$ cat src/rtl/icwa_pkg.sv
// ----------------------------------------------------------------------------
// icwa_pkg
// Shared types and constants for the inertial counter window accumulator.
// ----------------------------------------------------------------------------
package icwa_pkg;

  localparam int SUM_WIDTH_DEF = 32;
  localparam int CNT_W         = 12;
  localparam int DELTA_W       = CNT_W + 1;
  localparam int NCHAN         = 7;
  localparam int TEMP_W        = 28;
  localparam int SPW_W         = 16;
  localparam int WPL_W         = 8;
  localparam int TIDX_W        = 3;
  localparam int CH_W          = 3;
  localparam int OUT_W         = 32;
  localparam int CFG_IDX_W     = 2;
  localparam int CFG_DATA_W    = 16;

  localparam logic [SPW_W-1:0]   SPW_RST   = 16'd128;
  localparam logic [WPL_W-1:0]   WPL_RST   = 8'd30;
  localparam logic [CNT_W-1:0]   LIMIT_RST = 12'd512;
  localparam logic [NCHAN-1:0]   MASK_RST  = 7'd116;
  localparam logic [DELTA_W-1:0] ACC_WRAP  = 13'd4096;
  localparam logic [TIDX_W-1:0]  TIDX_MAX  = 3'd5;
  localparam logic [CH_W-1:0]    CH_TEMP   = 3'd7;

  typedef enum logic [CFG_IDX_W-1:0] {
    CFG_SPW   = 2'd0,
    CFG_WPL   = 2'd1,
    CFG_LIMIT = 2'd2,
    CFG_MASK  = 2'd3
  } cfg_idx_t;

  typedef struct packed {
    logic [SPW_W-1:0] spw;
    logic [WPL_W-1:0] wpl;
    logic [CNT_W-1:0] limit;
    logic [NCHAN-1:0] mask;
  } cfg_t;

  typedef struct packed {
    logic [CNT_W-1:0] accel_x;
    logic [CNT_W-1:0] accel_y;
    logic [CNT_W-1:0] accel_z;
    logic [CNT_W-1:0] gyro_x_up;
    logic [CNT_W-1:0] gyro_x_down;
    logic [CNT_W-1:0] gyro_y_up;
    logic [CNT_W-1:0] gyro_y_down;
    logic [CNT_W-1:0] gyro_z_up;
    logic [CNT_W-1:0] gyro_z_down;
    logic [CNT_W-1:0] gyro_xr_up;
    logic [CNT_W-1:0] gyro_xr_down;
    logic [CNT_W-1:0] temperature;
  } sample_t;

  typedef struct packed {
    logic [CH_W-1:0]         channel;
    logic signed [OUT_W-1:0] window_sum;
    logic signed [OUT_W-1:0] long_total;
    logic                    long_valid;
    logic [TIDX_W-1:0]       temp_sensor;
    logic                    last;
  } result_t;

  typedef struct packed {
    logic              valid;
    logic              long_end;
    logic [TEMP_W-1:0] temp_sum;
    logic [TIDX_W-1:0] temp_index;
  } dump_t;

endpackage

$ cat src/rtl/icwa_sample_if.sv
// ----------------------------------------------------------------------------
// icwa_sample_if
// Sample tick channel: valid/ready with one sample beat.
// ----------------------------------------------------------------------------
interface icwa_sample_if;
  logic                valid;
  logic                ready;
  icwa_pkg::sample_t   data;

  modport source (output valid, output data, input ready);
  modport sink   (input valid, input data, output ready);
endinterface

$ cat src/rtl/icwa_result_if.sv
// ----------------------------------------------------------------------------
// icwa_result_if
// Result channel: valid/ready with one dump result beat.
// ----------------------------------------------------------------------------
interface icwa_result_if;
  logic                valid;
  logic                ready;
  icwa_pkg::result_t   data;

  modport source (output valid, output data, input ready);
  modport sink   (input valid, input data, output ready);
endinterface

$ cat src/rtl/icwa_accum.sv
// ----------------------------------------------------------------------------
// icwa_accum
// Input register, channel deltas and window accumulation; snapshots the
// window sums into the dump stage at the end of each window.
// ----------------------------------------------------------------------------
module icwa_accum #(
  parameter int SUM_WIDTH = icwa_pkg::SUM_WIDTH_DEF
) (
  input  logic                    clk,
  input  logic                    rst,
  icwa_sample_if.sink             samples,
  input  icwa_pkg::cfg_t          cfg,
  input  logic                    dump_busy,
  output icwa_pkg::dump_t         dump,
  output logic [SUM_WIDTH-1:0]    win_snap [icwa_pkg::NCHAN]
);

  localparam int NCHAN = icwa_pkg::NCHAN;

  function automatic logic signed [icwa_pkg::DELTA_W-1:0] accel_delta(
    input logic [icwa_pkg::CNT_W-1:0] raw,
    input logic [icwa_pkg::CNT_W-1:0] limit
  );
    logic [icwa_pkg::DELTA_W-1:0] ext;
    ext = {1'b0, raw};
    if (raw > limit) begin
      ext = ext - icwa_pkg::ACC_WRAP;
    end
    return ext;
  endfunction

  function automatic logic signed [icwa_pkg::DELTA_W-1:0] gyro_delta(
    input logic [icwa_pkg::CNT_W-1:0] up,
    input logic [icwa_pkg::CNT_W-1:0] dn
  );
    return {1'b0, up} - {1'b0, dn};
  endfunction

  icwa_pkg::sample_t                    s1;
  logic                                 s1_valid;
  logic                                 s1_go;
  logic                                 dump_now;
  logic                                 long_end;
  logic signed [icwa_pkg::DELTA_W-1:0]  d [NCHAN];
  logic [SUM_WIDTH-1:0]                 window_sums [NCHAN];
  logic [SUM_WIDTH-1:0]                 win_next [NCHAN];
  logic [icwa_pkg::TEMP_W-1:0]          temp_sum;
  logic [icwa_pkg::TEMP_W-1:0]          temp_next;
  logic [icwa_pkg::SPW_W-1:0]           sample_counter;
  logic [icwa_pkg::WPL_W-1:0]           window_counter;
  logic [icwa_pkg::TIDX_W-1:0]          temp_index;
  logic [icwa_pkg::TIDX_W-1:0]          temp_index_next;

  assign dump_now      = sample_counter >= cfg.spw;
  assign long_end      = window_counter >= cfg.wpl;
  assign s1_go         = s1_valid && (!dump_now || (!dump_busy && !dump.valid));
  assign samples.ready = !s1_valid || s1_go;

  assign temp_index_next = (temp_index >= icwa_pkg::TIDX_MAX) ? '0
                                                               : temp_index + 1'b1;

  always_comb begin
    d[0] = accel_delta(s1.accel_x, cfg.limit);
    d[1] = accel_delta(s1.accel_y, cfg.limit);
    d[2] = accel_delta(s1.accel_z, cfg.limit);
    d[3] = gyro_delta(s1.gyro_x_up, s1.gyro_x_down);
    d[4] = gyro_delta(s1.gyro_y_up, s1.gyro_y_down);
    d[5] = gyro_delta(s1.gyro_z_up, s1.gyro_z_down);
    d[6] = gyro_delta(s1.gyro_xr_up, s1.gyro_xr_down);
    for (int c = 0; c < NCHAN; c++) begin
      if (cfg.mask[c]) begin
        win_next[c] = window_sums[c] - SUM_WIDTH'(d[c]);
      end else begin
        win_next[c] = window_sums[c] + SUM_WIDTH'(d[c]);
      end
    end
    temp_next = temp_sum + icwa_pkg::TEMP_W'(s1.temperature);
  end

  always_ff @(posedge clk) begin
    if (rst) begin
      s1_valid <= 1'b0;
    end else if (samples.ready) begin
      s1_valid <= samples.valid;
    end
    if (samples.valid && samples.ready) begin
      s1 <= samples.data;
    end
  end

  always_ff @(posedge clk) begin
    if (rst) begin
      for (int c = 0; c < NCHAN; c++) begin
        window_sums[c] <= '0;
      end
      temp_sum       <= '0;
      sample_counter <= icwa_pkg::SPW_W'(1);
      window_counter <= icwa_pkg::WPL_W'(1);
      temp_index     <= '0;
      dump.valid     <= 1'b0;
    end else begin
      dump.valid <= s1_go && dump_now;
      if (s1_go) begin
        if (dump_now) begin
          for (int c = 0; c < NCHAN; c++) begin
            window_sums[c] <= '0;
            win_snap[c]    <= win_next[c];
          end
          temp_sum        <= '0;
          sample_counter  <= icwa_pkg::SPW_W'(1);
          window_counter  <= long_end ? icwa_pkg::WPL_W'(1) : window_counter + 1'b1;
          temp_index      <= temp_index_next;
          dump.long_end   <= long_end;
          dump.temp_sum   <= temp_next;
          dump.temp_index <= temp_index;
        end else begin
          for (int c = 0; c < NCHAN; c++) begin
            window_sums[c] <= win_next[c];
          end
          temp_sum       <= temp_next;
          sample_counter <= sample_counter + 1'b1;
        end
      end
    end
  end

endmodule

$ cat src/rtl/icwa_dump.sv
// ----------------------------------------------------------------------------
// icwa_dump
// Holds one window snapshot, folds it into the long totals channel by
// channel and drains eight result beats through the output register.
// ----------------------------------------------------------------------------
module icwa_dump #(
  parameter int SUM_WIDTH = icwa_pkg::SUM_WIDTH_DEF
) (
  input  logic                    clk,
  input  logic                    rst,
  input  icwa_pkg::dump_t         dump,
  input  logic [SUM_WIDTH-1:0]    win_snap [icwa_pkg::NCHAN],
  output logic                    busy,
  icwa_result_if.source           results
);

  localparam int NCHAN = icwa_pkg::NCHAN;

  logic [SUM_WIDTH-1:0]          buf_win [NCHAN];
  logic [SUM_WIDTH-1:0]          long_totals [NCHAN];
  logic [icwa_pkg::TEMP_W-1:0]   buf_temp;
  logic [icwa_pkg::TIDX_W-1:0]   buf_tidx;
  logic                          buf_long;
  logic [icwa_pkg::CH_W-1:0]     k;
  logic [icwa_pkg::CH_W-1:0]     kc;
  logic                          drain;
  logic signed [SUM_WIDTH-1:0]   win_k;
  logic signed [SUM_WIDTH-1:0]   lt_sum;

  assign drain  = busy && (!results.valid || results.ready);
  assign kc     = (k == icwa_pkg::CH_TEMP) ? '0 : k;
  assign win_k  = buf_win[kc];
  assign lt_sum = long_totals[kc] + buf_win[kc];

  always_ff @(posedge clk) begin
    if (rst) begin
      busy          <= 1'b0;
      k             <= '0;
      results.valid <= 1'b0;
      for (int c = 0; c < NCHAN; c++) begin
        long_totals[c] <= '0;
      end
    end else begin
      if (drain) begin
        results.valid <= 1'b1;
      end else if (results.ready) begin
        results.valid <= 1'b0;
      end

      if (dump.valid) begin
        busy <= 1'b1;
        k    <= '0;
      end else if (drain) begin
        if (k == icwa_pkg::CH_TEMP) begin
          busy <= 1'b0;
          k    <= '0;
        end else begin
          long_totals[kc] <= buf_long ? '0 : lt_sum;
          k               <= k + 1'b1;
        end
      end
    end

    if (dump.valid) begin
      for (int c = 0; c < NCHAN; c++) begin
        buf_win[c] <= win_snap[c];
      end
      buf_temp <= dump.temp_sum;
      buf_tidx <= dump.temp_index;
      buf_long <= dump.long_end;
    end

    if (drain) begin
      results.data.channel    <= k;
      results.data.long_valid <= buf_long;
      if (k == icwa_pkg::CH_TEMP) begin
        results.data.window_sum  <= icwa_pkg::OUT_W'(buf_temp);
        results.data.long_total  <= '0;
        results.data.temp_sensor <= buf_tidx;
        results.data.last        <= 1'b1;
      end else begin
        results.data.window_sum  <= icwa_pkg::OUT_W'(win_k);
        results.data.long_total  <= buf_long ? icwa_pkg::OUT_W'(lt_sum) : '0;
        results.data.temp_sensor <= '0;
        results.data.last        <= 1'b0;
      end
    end
  end

endmodule

$ cat src/rtl/inertial_counter_window_accumulator.sv
// ----------------------------------------------------------------------------
// inertial_counter_window_accumulator
// Integrate-and-dump accumulator for accelerometer, gyro and temperature
// counts, with windowed sums and long-period totals.
// ----------------------------------------------------------------------------
// A sample beat is taken every cycle unless a closing window waits for the
// dump buffer; its seven channel deltas and the temperature are added from
// the input register into the window sums. At the end of a window the sums
// are copied into a dump buffer and eight result beats (channels 0..6, then
// temperature with last set) leave one per cycle while results are accepted,
// as new samples keep accumulating. The dump buffer holds one window, so a
// window that closes while the previous dump drains waits: sustained rate
// is one sample per cycle for windows of 10 or more samples; shorter
// windows hold off new samples. Configuration writes are meant for idle periods.
module inertial_counter_window_accumulator #(
  parameter int SUM_WIDTH = icwa_pkg::SUM_WIDTH_DEF
) (
  input  logic                                clk,
  input  logic                                rst,
  input  logic                                cfg_we,
  input  logic [icwa_pkg::CFG_IDX_W-1:0]      cfg_index,
  input  logic [icwa_pkg::CFG_DATA_W-1:0]     cfg_data,
  icwa_sample_if.sink                         samples,
  icwa_result_if.source                       results
);

  icwa_pkg::cfg_t           cfg;
  icwa_pkg::dump_t          dump;
  logic                     dump_busy;
  logic [SUM_WIDTH-1:0]     win_snap [icwa_pkg::NCHAN];

  always_ff @(posedge clk) begin
    if (rst) begin
      cfg.spw   <= icwa_pkg::SPW_RST;
      cfg.wpl   <= icwa_pkg::WPL_RST;
      cfg.limit <= icwa_pkg::LIMIT_RST;
      cfg.mask  <= icwa_pkg::MASK_RST;
    end else if (cfg_we) begin
      unique case (icwa_pkg::cfg_idx_t'(cfg_index))
        icwa_pkg::CFG_SPW: begin
          cfg.spw <= cfg_data[icwa_pkg::SPW_W-1:0];
        end
        icwa_pkg::CFG_WPL: begin
          cfg.wpl <= cfg_data[icwa_pkg::WPL_W-1:0];
        end
        icwa_pkg::CFG_LIMIT: begin
          cfg.limit <= cfg_data[icwa_pkg::CNT_W-1:0];
        end
        icwa_pkg::CFG_MASK: begin
          cfg.mask <= cfg_data[icwa_pkg::NCHAN-1:0];
        end
        default: begin
        end
      endcase
    end
  end

  icwa_accum #(
    .SUM_WIDTH (SUM_WIDTH)
  ) u_accum (
    .clk       (clk),
    .rst       (rst),
    .samples   (samples),
    .cfg       (cfg),
    .dump_busy (dump_busy),
    .dump      (dump),
    .win_snap  (win_snap)
  );

  icwa_dump #(
    .SUM_WIDTH (SUM_WIDTH)
  ) u_dump (
    .clk      (clk),
    .rst      (rst),
    .dump     (dump),
    .win_snap (win_snap),
    .busy     (dump_busy),
    .results  (results)
  );

`ifndef SYNTHESIS
  a_no_overrun: assert property (@(posedge clk) disable iff (rst)
    dump.valid |-> !dump_busy)
    else $error("window snapshot while dump buffer busy");

  a_busy_after_snap: assert property (@(posedge clk) disable iff (rst)
    dump.valid |=> dump_busy)
    else $error("dump buffer not busy after snapshot");

  a_last_on_temp: assert property (@(posedge clk) disable iff (rst)
    results.valid |-> (results.data.last == (results.data.channel == icwa_pkg::CH_TEMP)))
    else $error("last flag not on temperature beat");

  a_temp_zero_long: assert property (@(posedge clk) disable iff (rst)
    (results.valid && results.data.last) |-> (results.data.long_total == '0))
    else $error("temperature beat carries a long total");
`endif

endmodule

$ cat src/flat_wrapper.sv
// flat-port wrapper written by rule: the top's interface ports become plain ports
module inertial_counter_window_accumulator_flat 
#(
  parameter int SUM_WIDTH = icwa_pkg::SUM_WIDTH_DEF
)
  (clk, rst, cfg_we, cfg_index, cfg_data, samples_valid, samples_data, samples_ready, results_valid, results_data, results_ready);
  icwa_sample_if samples_i ();
  icwa_result_if results_i ();
  input  logic clk;
  input  logic rst;
  input  logic cfg_we;
  input  logic [icwa_pkg::CFG_IDX_W-1:0] cfg_index;
  input  logic [icwa_pkg::CFG_DATA_W-1:0] cfg_data;
  input wire logic [$bits(samples_i.valid)-1:0] samples_valid;
  input wire logic [$bits(samples_i.data)-1:0] samples_data;
  output wire logic [$bits(samples_i.ready)-1:0] samples_ready;
  output wire logic [$bits(results_i.valid)-1:0] results_valid;
  output wire logic [$bits(results_i.data)-1:0] results_data;
  input wire logic [$bits(results_i.ready)-1:0] results_ready;
  assign samples_i.valid = samples_valid;
  assign samples_i.data = samples_data;
  assign samples_ready = samples_i.ready;
  assign results_valid = results_i.valid;
  assign results_data = results_i.data;
  assign results_i.ready = results_ready;
  inertial_counter_window_accumulator #(.SUM_WIDTH(SUM_WIDTH)) u_core (.clk(clk), .rst(rst), .cfg_we(cfg_we), .cfg_index(cfg_index), .cfg_data(cfg_data), .samples(samples_i), .results(results_i));
endmodule
$ cat config.mk
export PLATFORM = sky130hd
export DESIGN_NAME = inertial_counter_window_accumulator_flat
export DESIGN_NICKNAME = d
export VERILOG_FILES = /design/src/rtl/icwa_pkg.sv /design/src/rtl/icwa_sample_if.sv /design/src/rtl/icwa_result_if.sv /design/src/rtl/icwa_accum.sv /design/src/rtl/icwa_dump.sv /design/src/rtl/inertial_counter_window_accumulator.sv /design/src/flat_wrapper.sv
export SDC_FILE = /design/constraint.sdc
export NUM_CORES = 2
export LEC_CHECK = 0
export BUFFER_PORTS_ARGS = -buffer_cell sky130_fd_sc_hd__buf_2
export CAP_MARGIN = 30
export CORE_AREA = 2 2 323 564
export DETAILED_ROUTE_END_ITERATION = 6
export DIE_AREA = 0 0 325 566
export PLACE_DENSITY = 0.64
export SETUP_SLACK_MARGIN = 0.02
export SYNTH_ARGS = -nofsm -noshare
export SYNTH_HDL_FRONTEND = slang
export SYNTH_SLANG_ARGS = --single-unit
$ cat constraint.sdc
create_clock -name clk -period 17.64 [get_ports clk]
set_input_delay 1.764 -clock clk [delete_from_list [all_inputs] [get_ports clk]]
set_output_delay 1.764 -clock clk [all_outputs]
set_load 0.02 [all_outputs]
Yosys cells after proc, flatten, opt, wreduce, memory -nomap -nowiden
Memory sizes are Yosys's and may differ from the RTL's.
Cells that the tools add are included.

cells by class
  muxes and demuxes = 59
  $lt $le $gt $ge = 6
  $add $sub $neg = 27
  eq/ne operators = 4
  bitwise operators = 16
  reduce and logical (&&, ||, !) cells = 27

operators with widths
  kind                      count
  $mux W32                  24
  $add A32 B32 Y32          8
  $sub A32 B32 Y32          7
  $mux W60                  1
  $sub A12 B12 Y13          4
  $mux W13                  3
  $sub A12 B13 Y13 const B  3
  $gt A12 B12 Y1            3
  $reduce_or A32 Y1         1
  $add A28 B12 Y28          1
  $mux W28                  1
  $mux W1                   24
  $add A16 B1 Y16 const B   1
  $ge A16 B16 Y1            1
  $mux W16                  1
  $or A1 B1 Y1              14
  $mux W3                   4
  $reduce_and A2 Y1         6
  $add A8 B1 Y8 const B     1
  $ge A8 B8 Y1              1
  $mux W8                   1
  $add A3 B1 Y3 const B     2
  $reduce_bool A2 Y1        3
  $logic_and A1 B1 Y1       5
  10 further kinds          19

word-level totals
  memories kept = 3
  bits of input ports = 167
  output and inout port bits = 74
  memory bits (writable) = 672
  register bits after elaboration = 609
  logic and storage cells = 187

memory list
  memory                      words  bits a word  read ports  clocked after memory_dff  wr ports  line              RTL
  u_core.u_accum.window_sums  7      32           7           0                         7         icwa_accum.sv:45  logic [SUM_WIDTH-1:0] window_sums [NCHAN];
  u_core.u_dump.buf_win       7      32           1           0                         7         icwa_dump.sv:19   logic [SUM_WIDTH-1:0] buf_win [NCHAN];
  u_core.u_dump.long_totals   7      32           1           0                         7         icwa_dump.sv:20   logic [SUM_WIDTH-1:0] long_totals [NCHAN];

Logic depth before layout (Yosys ltp)
  word-level depth = 9
  mapped depth = 27
  mapped depth without buffers = 26

Modules after synthesis
From an unflattened synthesis, not the netlist that was laid out.

unflattened totals
  cells, all modules = 5885
  area total of the unflattened synthesis = 68306.8 um^2

by module, submodules not included
  module                               seq. area each (um^2)  cells each  area each (um^2)  times used
  icwa_accum                           19558.8                3958        41479.8           1
  icwa_dump                            17316.6                1754        25029.0           1
  inertial_counter_window_accumulator  860.8                  173         1798.0            1

Least setup slack after synthesis
OpenSTA, ideal clock, no wires.

  path kind = register to register
  from = register, netlist name u_core.u_accum.dump[32]
  to = register, netlist name u_core.u_accum.dump[0]
  clock period less this slack = 15761 ps
  path buffers = 1
  slack = 1879 ps
  stages on the path, launching flop included = 5
  arrival = 14882 ps
  required time = 16761 ps
  cell sequence = dfxtp_1 -> clkbuf_1 -> nor2_1 -> nand3_1 -> nor2_1

between the ends
  longest elaborated chain between the ends = 5

RTL lines
  element                      line              RTL
  $logic_not A1 Y1             icwa_accum.sv:56  assign s1_go = s1_valid && (!dump_now || (!dump_busy && !dump.valid));
  $logic_and A1 B1 Y1          icwa_accum.sv:56
  $logic_or A1 B1 Y1           icwa_accum.sv:56
  $logic_and A1 B1 Y1          icwa_accum.sv:56
  $reduce_and A3 Y1 (no line)  -

Every way passes these cells.
A chain may end at the register's enable or synchronous reset.

==> impl_metrics.yaml <==
run_status:
  status: "completed"
yosys:
  ys_warn_count: 0
  ys_types: 102
  yosysSeqAreaShare: 0.557
  synthCells: 5852
  syn_nets: 6442
  synth_edf_count: 1144
  synthMostInstantiatedCell: "edfxtp_1"
  ys_ff_latch: 1313
  synth_common_cells: "edfxtp_1, nor2_1, a21oi_1, ha_1, nand2_1"
  synth_ff_type: "edfxtp_1"
  synth.avg_cell_area_um2: 11.6
  synth.top_cell.area_share: 0.507
  syn_area_um2: 67700
  synth-async-reset-ratio: 0
  yosysTopAreaCell: "edfxtp_1"
  synth_area_leaders: "edfxtp_1, ha_1, dfxtp_1, a21oi_1, nor2_1"
sta:
  setup_tns_ns: 0
  layout_min_cycle_time_ns: 7.09
  rsz0062_at_grt: "no"
  setup_ws_ns: 10.55
  finalSetupViolations: 0
  period_share: 0.402
  hold_viol: 0
  slew_headroom: 0.330
  fin_skew_ns: 0.0430
  worst_slew_pin_slew_ns: 1.00
  slew_violations: 0
  max_freq_ghz: 0.141
cells_and_area:
  area_delta_synth_final_pct: 12.4
  layout-drive-gt1-share: 0.116
  nets: 6636
  fin_area_um2: 76100
clock_tree:
  h-tree-depth: 3
  cts_buffers: 119
  numClockSinks: 1313
  cts_tree: "built"
  path_clk_slew_ns: 0.07
  ctsHoldBuffers: 0
  clockBufferDepth: 3
  cts_setup_buffers: 0
  cts-root-buf: "clkbuf_16"
  clkLatencyLatePin_ns: 0.78
  cts_resized: 0
setup_path:
  rrSetupSlack_ns: 10.55
  rr_endpoint: "u_core.u_dump.long_totals[4][30]$_SDFFCE_PN0P_"
  cp_slowest_stage_delay_ns: 0.72
  crit_end: "u_core.u_dump.long_totals[4][30]$_SDFFCE_PN0P_"
  cp_cell_sequence: "buf_4 > ha_1 > ha_2 > buf_4 > nand2b_4 > buf_4 > buf_4 > o21ai_0 > ha_1 > inv_1 > fa_1 > nor2b_1 > o31a_1 > o31ai_1 > nand3_1 > a21oi_1 > o211ai_1 > a21oi_1 > xor2_1 > nor2_1"
  crit_cells: 20
  cp-startpoint: "u_core.u_dump.k[0]$_SDFFE_PP0P_"
  critPathSlowestCell: "buf_4"
  critPathTopFamily: "buffers and inverters"
  endpoint_kind: "register"
  rr_worst_depth: 20
  critical_path_class: "reg -> reg"
  crit_required_ns: 18.13
  timing.rr.start: "u_core.u_dump.k[0]$_SDFFE_PP0P_"
  cp_max_fo: 71
  worstPathArrival_ns: 7.58
  crit_path_frequent_cell: "buf_4"
  crit_buf_inv: 5
  cp-start-kind: "register"
floorplan:
  rows: 206
  ios: 241
  start_util: 0.377
  core_um2: 180000
  die_w_um: 325
  dieArea_um2: 184000
  die_h_um: 566
global_routing:
  grt_max_degree: 160
  grt_pass1_vias: 47200
  antenna_found_initial: 21
  grt_first_pass_wirelength_um: 296000
  grt_overflow: 0
  grt.total_usage: 0.214
detailed_routing:
  dr.pass1.iters: 6
  avgViaCountPerCell: 5.51
  vias: 47100
  drc: 0
  drtIter0Drc: 3692
  final_antenna_net_count: 0
  routed_wl_um: 202000
  wl_per_cell_um: 23.6
placement:
  place_area_um2: 71700
  post-place-ws_ns: 10.75
  io_buffer_count: 240
  dpl.hpwl_um: 150000
  place_congestion: 0.976
flow_run:
  maxCapViolCount: 0
power_and_ir_drop:
  p_per_area_nw_per_um2: 106
  comb_power_share: 0.204
  p_seq_frac: 0.445
  switching_share: 0.289
  p_leak_uw: 0.0294
  vdd_drop_max_v: 0.0000860
  power_switching_uw: 2340
  clkPwrFrac: 0.352
  p_int_uw: 5760
worst_hold_path:
  holdPathStages: 0
  min_path_type: "reg -> reg"
==> layer usage <==
layer,GRT usage,part of all wire
met4,0.144,0.078
met1,0.229,0.36
met5,0,0.00085
met2,0.387,0.51
met3,0.0304,0.051
==> metrics by stage <==
step                      total power (µW)  instances  hold WS (ns)  utilization
after global placement                5280       8299         0.401        0.398
final                                 8100       8553         0.405        0.424
after detailed placement              5300       8313         0.405        0.399
after global routing                  8420       8547         0.413        0.423
after CTS                             8140       8541         0.386        0.423
after floorplan                       4800       5852         0.400            -
==> worst register-to-register path: stages, from the launching register on <==
cell and delay, ns:
dfxtp_1 0.31, buf_4 0.36, ha_1 0.25, ha_2 0.50, buf_4 0.45, nand2b_4 0.39
buf_4 0.41, buf_4 0.73, o21ai_0 0.29, ha_1 0.30, inv_1 0.08, fa_1 0.21
nor2b_1 0.07, o31a_1 0.28, o31ai_1 0.47, nand3_1 0.27, a21oi_1 0.43, o211ai_1 0.19
a21oi_1 0.20, xor2_1 0.51, nor2_1 0.11
==> registers in the layout (all words and copies together) (netlist names) <==
| name | cells |
|---|---|
| u_core.u_accum.sample_counter | 16 |
| u_core.u_dump.long_totals | 256 |
| u_core.cfg | 43 |
| u_core.u_accum.window_counter | 8 |
| u_core.u_accum.temp_sum | 28 |
| u_core.u_accum.temp_index | 3 |
| u_core.u_accum.s1_valid | 1 |
| u_core.u_dump.k | 3 |
| u_core.u_accum.s1 | 144 |
| u_core.u_dump.buf_tidx | 3 |
| u_core.u_accum.dump | 33 |
| u_core.u_accum.win_snap | 224 |
| u_core.u_dump.results.valid | 1 |
| u_core.u_dump.busy | 1 |
| u_core.u_dump.buf_long | 1 |
| u_core.u_dump.buf_temp | 28 |
| u_core.u_dump.results.data | 72 |
| u_core.u_accum.window_sums | 224 |
| u_core.u_dump.buf_win | 224 |
==> cells by family (layout without fill, tap and decap cells) <==
group	after synthesis	after routing	synth area share
AO/OA/AOI/OAI	1427	1427	0.135
XOR/XNOR	358	358	0.0469
adder cells (fa/ha/maj)	423	423	0.0796
buffers and inverters	500	801	0.0285
flip-flops	1313	1313	0.557
multiplexers	150	150	0.0344
other	0	8	0
AND/OR/NAND/NOR	1681	1681	0.118
==> placed cells by master (no fill, tap or decap), types with 168 or more instances in the layout <==
cell,Yosys,layout
a21oi_1,454,452
nand2_1,381,376
nor2_1,592,590
buf_2,29,241
dfxtp_1,169,168
xnor2_1,218,218
ha_1,410,408
o21ai_0,241,239
edfxtp_1,1144,1144
a21o_1,177,177
inv_1,252,250
==> final cells by class <==
type	count	area [µm²]
Timing Repair Buffer	318	1910
Fill cell	16700	104000
Antenna cell	8	20.0
Tap cell	2392	2990
Sequential cell	1313	37700
Clock inverter	71	981
Multi-Input combinational cell	4039	28200
Inverter	255	961
Clock buffer	157	3320
==> worst min path at each step <==
stage,from,end
final,u_core.u_accum.win_snap[185]$_DFFE_PP_,u_core.u_dump.buf_win[1][25]$_DFFE_PP_
after floorplan,u_core.u_accum.dump[31]$_DFFE_PP_,u_core.u_dump.buf_long$_DFFE_PP_
after global routing,u_core.u_accum.win_snap[200]$_DFFE_PP_,u_core.u_dump.buf_win[0][8]$_DFFE_PP_
after detailed placement,u_core.u_accum.dump[19]$_DFFE_PP_,u_core.u_dump.buf_temp[16]$_DFFE_PP_
after CTS,u_core.u_accum.win_snap[215]$_DFFE_PP_,u_core.u_dump.buf_win[0][23]$_DFFE_PP_
after global placement,u_core.u_accum.dump[14]$_DFFE_PP_,u_core.u_dump.buf_temp[11]$_DFFE_PP_
==> power by group through the flow <==
stage,clock network [µW],logic (µW),registers [µW]
3_3_place_gp,0,1610,3670
6_report,2850,1650,3600
3_5_place_dp,0,1630,3670
4_1_cts,2900,1640,3600
5_1_grt,3000,1810,3610
2_1_floorplan,0,1150,3650
(Power assumes the default switching activity.)
